===== config.mk =====
export PLATFORM = sky130hd
export DESIGN_NAME = diff_drive_pose_integrator_unit
export DESIGN_NICKNAME = d
export VERILOG_FILES = /design/src/hdl/ddpi_pkg.sv /design/src/hdl/ddpi_seq.sv /design/src/hdl/ddpi_cordic.sv /design/src/hdl/ddpi_dp.sv /design/src/hdl/diff_drive_pose_integrator_unit.sv
export SDC_FILE = /design/constraint.sdc
export NUM_CORES = 2
export LEC_CHECK = 0
export BUFFER_PORTS_ARGS = -buffer_cell sky130_fd_sc_hd__buf_2
export CAP_MARGIN = 20
export CORE_MARGIN = 2
export CORE_UTILIZATION = 30
export DETAILED_ROUTE_END_ITERATION = 12
export HOLD_SLACK_MARGIN = 0.08
export PLACE_DENSITY = 0.5
export SYNTH_ARGS = -nofsm -noshare
export SYNTH_HDL_FRONTEND = slang
export SYNTH_SLANG_ARGS = --single-unit
export TNS_END_PERCENT = 50

===== constraint.sdc =====
create_clock -name clock -period 20.3 [get_ports clock]
set_clock_uncertainty 0.05 [all_clocks]
set_input_delay 3.045 -clock clock [delete_from_list [all_inputs] [get_ports clock]]
set_output_delay 3.045 -clock clock [all_outputs]
set_load 0.02 [all_outputs]

===== src/hdl/ddpi_pkg.sv =====
package ddpi_pkg;

   typedef enum logic [1:0] {
      OP_TICK,
      OP_RESET,
      OP_SET_POSE,
      OP_SET_STOP
   } op_type;

   localparam int CSR_IDX_W = 8;
   localparam logic [CSR_IDX_W-1:0] CSR_STEP_TIME       = 8'd0;
   localparam logic [CSR_IDX_W-1:0] CSR_INITIAL_X       = 8'd1;
   localparam logic [CSR_IDX_W-1:0] CSR_INITIAL_Y       = 8'd2;
   localparam logic [CSR_IDX_W-1:0] CSR_INITIAL_HEADING = 8'd3;

   localparam logic [15:0] STEP_TIME_RESET = 16'd2621;

   localparam int CORDIC_STEPS = 14;
   localparam int ITER_W       = 4;

   typedef enum logic [2:0] {
      A_LIN,
      A_ANG,
      A_COS,
      A_SIN,
      A_WLO,
      A_WHI
   } a_sel_type;

   typedef enum logic [1:0] {
      B_DT,
      B_VLO,
      B_VHI,
      B_K
   } b_sel_type;

   typedef enum logic [1:0] {
      ACC_HOLD,
      ACC_LOAD_POS,
      ACC_LOAD_HEAD,
      ACC_ADD_HI
   } acc_op_type;

   typedef enum logic [2:0] {
      SV_NONE,
      SV_VDT,
      SV_WDT,
      SV_X,
      SV_Y,
      SV_H,
      SV_MISC
   } save_type;

   typedef enum logic [1:0] {
      CR_NONE,
      CR_INIT,
      CR_ITER
   } cordic_op_type;

   typedef enum logic [1:0] {
      JC_NEXT,
      JC_NOT_MOVE,
      JC_LOOP,
      JC_ALWAYS
   } jump_type;

   localparam int PC_W = 4;

   typedef struct packed {
      logic          mul_en;
      a_sel_type     a_sel;
      b_sel_type     b_sel;
      acc_op_type    acc_op;
      save_type      save;
      cordic_op_type cordic;
      jump_type      jump;
      logic [PC_W-1:0] target;
      logic          done;
   } ctrl_type;

   localparam ctrl_type CTRL_NOP = '{
      mul_en: 1'b0,
      a_sel:  A_LIN,
      b_sel:  B_DT,
      acc_op: ACC_HOLD,
      save:   SV_NONE,
      cordic: CR_NONE,
      jump:   JC_NEXT,
      target: '0,
      done:   1'b0
   };

   typedef struct packed {
      logic not_move;
      logic loop_more;
   } cond_type;

   typedef struct packed {
      logic signed [31:0] x;
      logic signed [31:0] y;
      logic [15:0]        heading;
      logic               halted;
   } pose_type;

endpackage


===== src/hdl/ddpi_seq.sv =====
module ddpi_seq (
   input  logic                        clock,
   input  logic                        reset,
   input  logic                        start,
   input  ddpi_pkg::cond_type          cond,
   input  logic                        out_free,
   output ddpi_pkg::ctrl_type          ctrl,
   output logic                        busy,
   output logic                        done_fire
);
   import ddpi_pkg::*;

   localparam logic [PC_W-1:0] PC_DISPATCH = 4'd0;
   localparam logic [PC_W-1:0] PC_LOOP     = 4'd3;
   localparam logic [PC_W-1:0] PC_DONE     = 4'd12;
   localparam logic [PC_W-1:0] PC_MISC     = 4'd13;

   function automatic ctrl_type rom(input logic [PC_W-1:0] pc);
      ctrl_type w;
      w = CTRL_NOP;
      case (pc)
         4'd0: begin
            w.cordic = CR_INIT;
            w.mul_en = 1'b1; w.a_sel = A_LIN; w.b_sel = B_DT;
            w.jump = JC_NOT_MOVE; w.target = PC_MISC;
         end
         4'd1: begin
            w.mul_en = 1'b1; w.a_sel = A_ANG; w.b_sel = B_DT;
            w.save = SV_VDT;
         end
         4'd2: begin
            w.save = SV_WDT;
         end
         4'd3: begin
            w.cordic = CR_ITER;
            w.jump = JC_LOOP; w.target = PC_LOOP;
         end
         4'd4: begin
            w.mul_en = 1'b1; w.a_sel = A_COS; w.b_sel = B_VLO;
         end
         4'd5: begin
            w.mul_en = 1'b1; w.a_sel = A_COS; w.b_sel = B_VHI;
            w.acc_op = ACC_LOAD_POS;
         end
         4'd6: begin
            w.mul_en = 1'b1; w.a_sel = A_SIN; w.b_sel = B_VLO;
            w.acc_op = ACC_ADD_HI;
         end
         4'd7: begin
            w.mul_en = 1'b1; w.a_sel = A_SIN; w.b_sel = B_VHI;
            w.acc_op = ACC_LOAD_POS; w.save = SV_X;
         end
         4'd8: begin
            w.mul_en = 1'b1; w.a_sel = A_WLO; w.b_sel = B_K;
            w.acc_op = ACC_ADD_HI;
         end
         4'd9: begin
            w.mul_en = 1'b1; w.a_sel = A_WHI; w.b_sel = B_K;
            w.acc_op = ACC_LOAD_HEAD; w.save = SV_Y;
         end
         4'd10: begin
            w.acc_op = ACC_ADD_HI;
         end
         4'd11: begin
            w.save = SV_H;
         end
         4'd12: begin
            w.done = 1'b1;
         end
         4'd13: begin
            w.save = SV_MISC;
            w.jump = JC_ALWAYS; w.target = PC_DONE;
         end
         default: begin
            w.jump = JC_ALWAYS; w.target = PC_DONE;
         end
      endcase
      return w;
   endfunction

   logic [PC_W-1:0] pc_ff, pc_in;
   logic            busy_ff, busy_in;
   ctrl_type        word;

   assign word      = rom(pc_ff);
   assign ctrl      = busy_ff ? word : CTRL_NOP;
   assign busy      = busy_ff;
   assign done_fire = busy_ff & word.done & out_free;

   always_comb begin
      pc_in   = pc_ff;
      busy_in = busy_ff;
      if (start) begin
         pc_in   = PC_DISPATCH;
         busy_in = 1'b1;
      end else if (busy_ff) begin
         if (word.done) begin
            if (out_free) begin
               pc_in   = PC_DISPATCH;
               busy_in = 1'b0;
            end
         end else begin
            case (word.jump)
               JC_NEXT:     pc_in = pc_ff + 1'b1;
               JC_NOT_MOVE: pc_in = cond.not_move ? word.target : pc_ff + 1'b1;
               JC_LOOP:     pc_in = cond.loop_more ? word.target : pc_ff + 1'b1;
               JC_ALWAYS:   pc_in = word.target;
               default:     pc_in = pc_ff + 1'b1;
            endcase
         end
      end
   end

   always_ff @(posedge clock) begin
      if (reset) begin
         pc_ff   <= PC_DISPATCH;
         busy_ff <= 1'b0;
      end else begin
         pc_ff   <= pc_in;
         busy_ff <= busy_in;
      end
   end

endmodule


===== src/hdl/ddpi_cordic.sv =====
module ddpi_cordic (
   input  logic                        clock,
   input  logic                        reset,
   input  ddpi_pkg::cordic_op_type     cmd,
   input  logic [15:0]                 heading,
   output logic signed [15:0]          cos_val,
   output logic signed [15:0]          sin_val,
   output logic                        loop_more
);
   import ddpi_pkg::*;

   localparam logic signed [17:0] GAIN     = 18'sd19898;
   localparam logic signed [17:0] TRIG_MAX = 18'sd32767;
   localparam logic signed [15:0] QUARTER  = 16'sd16384;

   function automatic logic signed [17:0] atan_bam(input logic [ITER_W-1:0] i);
      logic signed [17:0] a;
      case (i)
         4'd0:    a = 18'sd8192;
         4'd1:    a = 18'sd4836;
         4'd2:    a = 18'sd2555;
         4'd3:    a = 18'sd1297;
         4'd4:    a = 18'sd651;
         4'd5:    a = 18'sd326;
         4'd6:    a = 18'sd163;
         4'd7:    a = 18'sd81;
         4'd8:    a = 18'sd41;
         4'd9:    a = 18'sd20;
         4'd10:   a = 18'sd10;
         4'd11:   a = 18'sd5;
         4'd12:   a = 18'sd3;
         4'd13:   a = 18'sd1;
         default: a = 18'sd0;
      endcase
      return a;
   endfunction

   function automatic logic signed [15:0] clamp(input logic signed [17:0] v);
      logic signed [15:0] r;
      if (v > TRIG_MAX) r = 16'sd32767;
      else if (v < -TRIG_MAX) r = -16'sd32767;
      else r = v[15:0];
      return r;
   endfunction

   logic signed [17:0] x_ff, x_in, y_ff, y_in, z_ff, z_in;
   logic signed [17:0] xs, ys, xr, yr;
   logic               flip_ff, flip_in;
   logic [ITER_W-1:0]  iter_ff, iter_in;
   logic signed [15:0] hs;
   logic [15:0]        hf;
   logic               far;

   always_comb begin
      hs = signed'(heading);
      hf = heading ^ 16'h8000;
      far = (hs > QUARTER) || (hs < -QUARTER);
      xs = x_ff >>> iter_ff;
      ys = y_ff >>> iter_ff;
      x_in = x_ff;
      y_in = y_ff;
      z_in = z_ff;
      flip_in = flip_ff;
      iter_in = iter_ff;
      case (cmd)
         CR_INIT: begin
            x_in = GAIN;
            y_in = '0;
            z_in = far ? {{2{hf[15]}}, hf} : {{2{hs[15]}}, hs};
            flip_in = far;
            iter_in = '0;
         end
         CR_ITER: begin
            if (!z_ff[17]) begin
               x_in = x_ff - ys;
               y_in = y_ff + xs;
               z_in = z_ff - atan_bam(iter_ff);
            end else begin
               x_in = x_ff + ys;
               y_in = y_ff - xs;
               z_in = z_ff + atan_bam(iter_ff);
            end
            iter_in = iter_ff + 1'b1;
         end
         default: ;
      endcase
   end

   always_comb begin
      xr = flip_ff ? -x_ff : x_ff;
      yr = flip_ff ? -y_ff : y_ff;
   end

   assign cos_val   = clamp(xr);
   assign sin_val   = clamp(yr);
   assign loop_more = iter_ff != ITER_W'(CORDIC_STEPS - 1);

   always_ff @(posedge clock) begin
      if (reset) begin
         iter_ff <= '0;
      end else begin
         iter_ff <= iter_in;
      end
      x_ff    <= x_in;
      y_ff    <= y_in;
      z_ff    <= z_in;
      flip_ff <= flip_in;
   end

endmodule


===== src/hdl/ddpi_dp.sv =====
module ddpi_dp (
   input  logic                              clock,
   input  logic                              reset,
   input  logic                              load,
   input  ddpi_pkg::op_type                  req_op,
   input  logic signed [15:0]                req_lin_vel,
   input  logic signed [15:0]                req_ang_vel,
   input  logic signed [31:0]                req_new_x,
   input  logic signed [31:0]                req_new_y,
   input  logic [15:0]                       req_new_heading,
   input  logic                              req_stop_value,
   input  logic                              csr_we,
   input  logic [ddpi_pkg::CSR_IDX_W-1:0]    csr_idx,
   input  logic [31:0]                       csr_wdata,
   input  ddpi_pkg::ctrl_type                ctrl,
   input  logic signed [15:0]                cos_val,
   input  logic signed [15:0]                sin_val,
   output ddpi_pkg::pose_type                pose,
   output ddpi_pkg::op_type                  cur_op,
   output logic                              not_move
);
   import ddpi_pkg::*;

   localparam int ACC_W = 63;
   localparam logic signed [31:0] RAD_TO_BAM = 32'sd683565277;
   localparam logic signed [ACC_W-1:0] POS_ROUND  = ACC_W'(64'd1 << 26);
   localparam logic signed [ACC_W-1:0] HEAD_ROUND = ACC_W'(64'd1 << 43);

   function automatic logic signed [31:0] sat_add(input logic signed [31:0] p,
                                                  input logic signed [35:0] d);
      logic signed [36:0] s;
      logic signed [31:0] r;
      s = {{5{p[31]}}, p} + {d[35], d};
      if (s[36:31] != {6{s[36]}}) r = s[36] ? 32'sh8000_0000 : 32'sh7fff_ffff;
      else r = s[31:0];
      return r;
   endfunction

   op_type             op_ff;
   logic signed [15:0] lin_ff, ang_ff;
   logic signed [31:0] nx_ff, ny_ff;
   logic [15:0]        nh_ff;
   logic               stop_ff;

   logic [15:0]        step_time_ff;
   logic signed [31:0] init_x_ff, init_y_ff;
   logic [15:0]        init_h_ff;

   logic signed [31:0] x_ff, x_in, y_ff, y_in;
   logic [15:0]        h_ff, h_in;
   logic               halted_ff, halted_in;

   logic signed [31:0] vdt_ff, vdt_in, wdt_ff, wdt_in;
   logic signed [17:0] mul_a;
   logic signed [31:0] mul_b;
   logic signed [49:0] prod, prod_ff;
   logic signed [ACC_W-1:0] acc_ff, acc_in;

   always_comb begin
      case (ctrl.a_sel)
         A_LIN:   mul_a = {{2{lin_ff[15]}}, lin_ff};
         A_ANG:   mul_a = {{2{ang_ff[15]}}, ang_ff};
         A_COS:   mul_a = {{2{cos_val[15]}}, cos_val};
         A_SIN:   mul_a = {{2{sin_val[15]}}, sin_val};
         A_WLO:   mul_a = {2'b00, wdt_ff[15:0]};
         A_WHI:   mul_a = {{2{wdt_ff[31]}}, wdt_ff[31:16]};
         default: mul_a = '0;
      endcase
      case (ctrl.b_sel)
         B_DT:    mul_b = {16'h0000, step_time_ff};
         B_VLO:   mul_b = {16'h0000, vdt_ff[15:0]};
         B_VHI:   mul_b = {{16{vdt_ff[31]}}, vdt_ff[31:16]};
         B_K:     mul_b = RAD_TO_BAM;
         default: mul_b = '0;
      endcase
   end

   assign prod = mul_a * mul_b;

   always_comb begin
      case (ctrl.acc_op)
         ACC_LOAD_POS:  acc_in = {{13{prod_ff[49]}}, prod_ff} + POS_ROUND;
         ACC_LOAD_HEAD: acc_in = {{13{prod_ff[49]}}, prod_ff} + HEAD_ROUND;
         ACC_ADD_HI:    acc_in = acc_ff + {prod_ff[46:0], 16'h0000};
         default:       acc_in = acc_ff;
      endcase
   end

   always_comb begin
      vdt_in    = vdt_ff;
      wdt_in    = wdt_ff;
      x_in      = x_ff;
      y_in      = y_ff;
      h_in      = h_ff;
      halted_in = halted_ff;
      case (ctrl.save)
         SV_VDT: vdt_in = prod_ff[31:0];
         SV_WDT: wdt_in = prod_ff[31:0];
         SV_X:   x_in = sat_add(x_ff, acc_ff[62:27]);
         SV_Y:   y_in = sat_add(y_ff, acc_ff[62:27]);
         SV_H:   h_in = h_ff + acc_ff[59:44];
         SV_MISC: begin
            case (op_ff)
               OP_RESET: begin
                  x_in = init_x_ff;
                  y_in = init_y_ff;
                  h_in = init_h_ff;
               end
               OP_SET_POSE: begin
                  x_in = nx_ff;
                  y_in = ny_ff;
                  h_in = nh_ff;
               end
               OP_SET_STOP: halted_in = stop_ff;
               default: ;
            endcase
         end
         default: ;
      endcase
   end

   always_ff @(posedge clock) begin
      if (reset) begin
         step_time_ff <= STEP_TIME_RESET;
         init_x_ff    <= '0;
         init_y_ff    <= '0;
         init_h_ff    <= '0;
         x_ff         <= '0;
         y_ff         <= '0;
         h_ff         <= '0;
         halted_ff    <= 1'b0;
         op_ff        <= OP_TICK;
      end else begin
         if (csr_we) begin
            case (csr_idx)
               CSR_STEP_TIME:       step_time_ff <= csr_wdata[15:0];
               CSR_INITIAL_X:       init_x_ff    <= csr_wdata;
               CSR_INITIAL_Y:       init_y_ff    <= csr_wdata;
               CSR_INITIAL_HEADING: init_h_ff    <= csr_wdata[15:0];
               default: ;
            endcase
         end
         x_ff      <= x_in;
         y_ff      <= y_in;
         h_ff      <= h_in;
         halted_ff <= halted_in;
         if (load) begin
            op_ff <= req_op;
         end
      end
   end

   always_ff @(posedge clock) begin
      if (load) begin
         lin_ff  <= req_lin_vel;
         ang_ff  <= req_ang_vel;
         nx_ff   <= req_new_x;
         ny_ff   <= req_new_y;
         nh_ff   <= req_new_heading;
         stop_ff <= req_stop_value;
      end
      if (ctrl.mul_en) begin
         prod_ff <= prod;
      end
      vdt_ff <= vdt_in;
      wdt_ff <= wdt_in;
      acc_ff <= acc_in;
   end

   assign pose.x       = x_ff;
   assign pose.y       = y_ff;
   assign pose.heading = h_ff;
   assign pose.halted  = halted_ff;
   assign cur_op       = op_ff;
   assign not_move     = (op_ff != OP_TICK) || halted_ff;

endmodule


===== src/hdl/diff_drive_pose_integrator_unit.sv =====
// channel   ports                                 payload
// req       req_tvalid/tready, tdata, tuser       tick, reset, set pose, set stop
// rsp       rsp_tvalid/tready, tdata, tuser       pose after the request, op echo
// csr       csr_valid/ready, csr_index, csr_data  step time and initial pose
//
// a moving tick runs 3 setup steps, then 14 cordic iterations in one looping microcode
// step, then 9 steps through the shared 18x32 multiplier and the 63-bit accumulator
// reset, set pose, set stop and a halted tick go from dispatch to the misc step, then done
// synchronous reset clears control state, pose, stop flag, initial pose; step time to 2621
// one request at a time; a waiting result stalls only the final step
module diff_drive_pose_integrator_unit (
   input  logic         clock,
   input  logic         reset,
   input  logic         req_tvalid,
   output logic         req_tready,
   input  logic [119:0] req_tdata,   // lin_vel, ang_vel, new_x, new_y, new_heading, stop_value
   input  logic [1:0]   req_tuser,   // op
   output logic         rsp_tvalid,
   input  logic         rsp_tready,
   output logic [87:0]  rsp_tdata,   // pos_x, pos_y, heading, is_stopped
   output logic [1:0]   rsp_tuser,   // done_op
   input  logic         csr_valid,
   output logic         csr_ready,
   input  logic [7:0]   csr_index,
   input  logic [31:0]  csr_data
);
   import ddpi_pkg::*;

   logic               busy, done_fire, out_free, accept, loop_more, not_move;
   ctrl_type           ctrl;
   cond_type           cond;
   pose_type           pose;
   op_type             cur_op;
   logic signed [15:0] cos_val, sin_val;

   logic               rsp_valid_ff, rsp_valid_in;
   logic [87:0]        rsp_data_ff;
   logic [1:0]         rsp_user_ff;

   assign req_tready = !busy;
   assign csr_ready  = 1'b1;
   assign accept     = req_tvalid & req_tready;
   assign out_free   = !rsp_valid_ff || rsp_tready;
   assign cond       = '{not_move: not_move, loop_more: loop_more};

   ddpi_seq u_seq (
      .clock     (clock),
      .reset     (reset),
      .start     (accept),
      .cond      (cond),
      .out_free  (out_free),
      .ctrl      (ctrl),
      .busy      (busy),
      .done_fire (done_fire)
   );

   ddpi_cordic u_cordic (
      .clock     (clock),
      .reset     (reset),
      .cmd       (ctrl.cordic),
      .heading   (pose.heading),
      .cos_val   (cos_val),
      .sin_val   (sin_val),
      .loop_more (loop_more)
   );

   ddpi_dp u_dp (
      .clock           (clock),
      .reset           (reset),
      .load            (accept),
      .req_op          (op_type'(req_tuser)),
      .req_lin_vel     (req_tdata[15:0]),
      .req_ang_vel     (req_tdata[31:16]),
      .req_new_x       (req_tdata[63:32]),
      .req_new_y       (req_tdata[95:64]),
      .req_new_heading (req_tdata[111:96]),
      .req_stop_value  (req_tdata[112]),
      .csr_we          (csr_valid & csr_ready),
      .csr_idx         (csr_index),
      .csr_wdata       (csr_data),
      .ctrl            (ctrl),
      .cos_val         (cos_val),
      .sin_val         (sin_val),
      .pose            (pose),
      .cur_op          (cur_op),
      .not_move        (not_move)
   );

   always_comb begin
      rsp_valid_in = rsp_valid_ff;
      if (done_fire) begin
         rsp_valid_in = 1'b1;
      end else if (rsp_tready) begin
         rsp_valid_in = 1'b0;
      end
   end

   always_ff @(posedge clock) begin
      if (reset) begin
         rsp_valid_ff <= 1'b0;
      end else begin
         rsp_valid_ff <= rsp_valid_in;
      end
      if (done_fire) begin
         rsp_data_ff <= {7'b0000000, pose.halted, pose.heading, pose.y, pose.x};
         rsp_user_ff <= cur_op;
      end
   end

   assign rsp_tvalid = rsp_valid_ff;
   assign rsp_tdata  = rsp_data_ff;
   assign rsp_tuser  = rsp_user_ff;

   a_accept_busy: assert property (@(posedge clock) disable iff (reset)
      accept |=> busy)
      else $error("sequencer not busy after request accept");

   a_done_idle: assert property (@(posedge clock) disable iff (reset)
      done_fire |=> (!busy && rsp_tvalid))
      else $error("result not posted or sequencer still busy after done");

   a_stall_hold: assert property (@(posedge clock) disable iff (reset)
      (busy && ctrl.done && !out_free) |=> (busy && ctrl.done))
      else $error("final step left while result register full");

endmodule


==> results.txt <==
CP max stage delay: 0.80 ns
Antenna violations before repair: 5
Most frequent CP cell: fa_1
TritonCTS buffer count: 71
Worst relative slew slack: 19.0%
Crit. End Element: register
Final standard cell area without fillers: 0.0601 mm²
Minimum clock period: 11.49 ns
WS Path Type: reg -> reg
Main area contributors after synthesis: edfxtp_1 (23%), fa_1 (19%), ha_1 (7.6%)
Ratio of cells with drive above 1 in the final layout: 9.91%
Met3 routed WL: 9470 µm
Die Ht: 427 µm
CTS tree: done
Hold Violations, Final: 0
Slowest CP cell: o21ai_1
Ys flop type: edfxtp_1
Min-delay src: u_dp.x_ff[30]
RSZ-0062 raised after global routing: false
Area post-placement: 0.0577 mm²
Total clock sinks: 615
Vias in the first global route: 41200
Synth-to-Final Area Change: 11.8%
Post-CTS Setup Bufs: 0
Synth Register Bits: 615
Hold-fix buffers at CTS: 0
Max IR drop VDD: 188 µV
Placed Cells: 8134
Hold Path Class: reg -> reg
Least-Margin Pin Slew: 1.21 ns
Status: finished clean
I/O pin cnt: 260
Drc violations: 0
Core area: 0.178 mm²
PortBufs: 244
Via-to-Cell Ratio: 5.07
Clk slew on worst S/H paths: 0.07 ns
1st-pass router iterations: 8
Sequential area share after synthesis: 30.6%
Routed WL per cell: 21.3 µm
Yosys cell types: 104
Max FO, Critical Path: 15
# setup viols final: 0
Largest net degree at the start of global routing: 77
Dominant cell type by area after synthesis: edfxtp_1
Final GP Congestion: 0.892
Routed WL: 176000 µm
Max-Cap Viols: 0
Tot GR Track Use: 19.0%
Detailed placer's ending HPWL: 135000 µm
Die area: 0.183 mm²
Filler Cells Inserted: 18300
CP startpoint: u_cordic.x_ff[6]
Crit share post-route: 56.6%
Multi-input gate area: 0.0336 mm²
WP data arrival: 11.87 ns
EDFF count, synth: 412
FP Rows: 155
Remaining global-route overflow: 0
Critical R2R Launch: u_cordic.x_ff[6]
CP Data Required Time: 20.68 ns
Synth Cell Area: 0.0538 mm²
Metal2 WL: 83500 µm
Top routing layer in use: met4
Pwr dens: 97.7 mW/mm²
Clock buffer depth: 3
Ys async rst share: 0%
Startpoint types: register
Slew Limit Fails: 0
Syn avg cell area: 9.44 µm²
H-tree levels: 3
Non-Filler Instances: 8273
Met1 WL: 77800 µm
Iter 0 DRT Violations: 3577
Fmax: 87.0 MHz
Clk Latency, worst-skew pair: 0.71 ns
Yosys top cell area share: 23.0%
Yosys warning count: 0
Final setup TNS: 0 ns
Post-CTS Resized: 0
First-pass GRT wire length: 262000 µm
P_leak: 25.3 nW
Starting density of the core: 30.2%
Die width: 427 µm
NumNets Final: 6855
Gate count of the mapped netlist: 5697
Via count: 41900
Reg area: 0.0164 mm²
Antenna viol nets, final: 0
Root Buffer: clkbuf_16
cells in the mapped netlist (10+ instances only):
cell type and n:
mux4_2 17, o21a_1 42, a22o_1 30, buf_2 26, fa_1 506, mux2_2 56
a222oi_1 15, nand3_1 109, o21bai_1 33, a211oi_1 25, nor3_1 62, nand4_1 36
or3_1 19, a211o_1 14, o211ai_1 59, o21ai_1 17, and4_1 10, inv_1 737
a31oi_1 92, nor2b_1 47, a32oi_1 32, nand2b_1 67, nor4_1 15, nor2_1 381
dfxtp_1 203, xnor2_1 172, edfxtp_1 412, o31ai_1 23, and3_1 38, buf_6 10
nand2_1 720, a21o_1 91, ha_1 325, xor2_1 118, buf_4 15, mux2i_1 63
clkbuf_1 181, a21oi_1 378, o21ai_0 241, nor3b_1 12, and2_1 55, buf_1 21
placed cells by master, fill, tap and decap left out, types with 30 or more instances in the layout:
cell type,instances
edfxtp_1,412
o21ai_0,240
a32oi_1,32
and2_1,55
nand2_1,719
fa_1,506
o211ai_1,59
ha_1,324
xnor2_1,171
buf_4,91
a21o_1,91
a21oi_1,377
inv_1,736
a31oi_1,92
dfxtp_1,201
xor2_1,118
mux2_2,56
o21a_1,42
nand3_1,109
a22o_1,30
nor2b_1,43
o21bai_1,33
buf_2,243
and3_1,38
nor3_1,58
nand4_1,36
nand2b_1,66
nor2_1,377
mux2i_1,62
clkbuf_16,73
cell families after synthesis:
group                    share of synthesized area (%)
AO/OA/AOI/OAI                                     14.4
other                                           0.0140
buffers and inverters                             7.24
adder cells (fa/ha/maj)                           26.4
multiplexers                                      3.08
XOR/XNOR                                          4.72
flip-flops                                        30.6
AND/OR/NAND/NOR                                   13.6
sequential cells by signal, summed over array words and instances (netlist names), 18 cells and up, named ones only:
name,cells
u_dp.vdt_ff,32
u_dp.ny_ff,32
u_dp.y_ff,32
u_dp.acc_ff,47
u_cordic.z_ff,18
u_cordic.y_ff,18
u_dp.x_ff,32
u_cordic.x_ff,18
u_dp.wdt_ff,32
u_dp.prod_ff,50
u_dp.nx_ff,32
rsp_tdata,81
u_dp.init_x_ff,32
u_dp.init_y_ff,32
power breakdown:
group | switching [mW] | internal [mW] | total, mW
combinational | 1.72 | 1.14 | 2.86
clock | 0.591 | 0.779 | 1.37
sequential | 0.110 | 1.54 | 1.65
metal layers:
layer	GRT usage [%]	up-vias
li1	-	19700
met1	25.9	20900
met2	31.6	1185
met3	2.26	193
met4	5.55	0
met5	0	-
metrics by stage:
stage               setup WS [ns]  hold WS, ns  util, %  total power [mW]
floorplan                    8.86        0.381        -              3.73
global placement             9.03        0.388     32.4              4.52
detailed placement           8.96        0.395     32.4              4.51
CTS                          8.94        0.388     33.7              5.92
global route                 8.04        0.404     33.7              6.32
finish                       8.81        0.395     33.7              5.88
worst max-delay path, delay by kind of cell (launching register included):
kind                       cells  cell delay [ns]
xor gates and xnor gates       2             0.41
AOI/OAI and AO/OA             10             3.89
buffers and inverters          4             0.24
and+or+nand+nor               11             2.56
DFF                            1             0.61
adders and majority gates      7             3.48
final timing paths:
check	to	slack [ns]	depth (start not counted)
min	rsp_tdata[30]	0.40	0
min reg2reg	rsp_tdata[30]	0.40	0
max	u_dp.prod_ff[49]	8.81	34
max reg2reg	u_dp.prod_ff[49]	8.81	34
area by class of cell:
cell class | count | area share [%]
Clock buffer | 93 | 3.18
Sequential cell | 615 | 27.3
Inverter | 739 | 4.61
Timing Repair Buffer | 335 | 3.18
Clock inverter | 38 | 0.838
Multi-Input combinational cell | 4095 | 55.9
Tap cell | 2355 | 4.90
Antenna cell | 3 | 0.0125
Power figures use the tool's default switching activity.
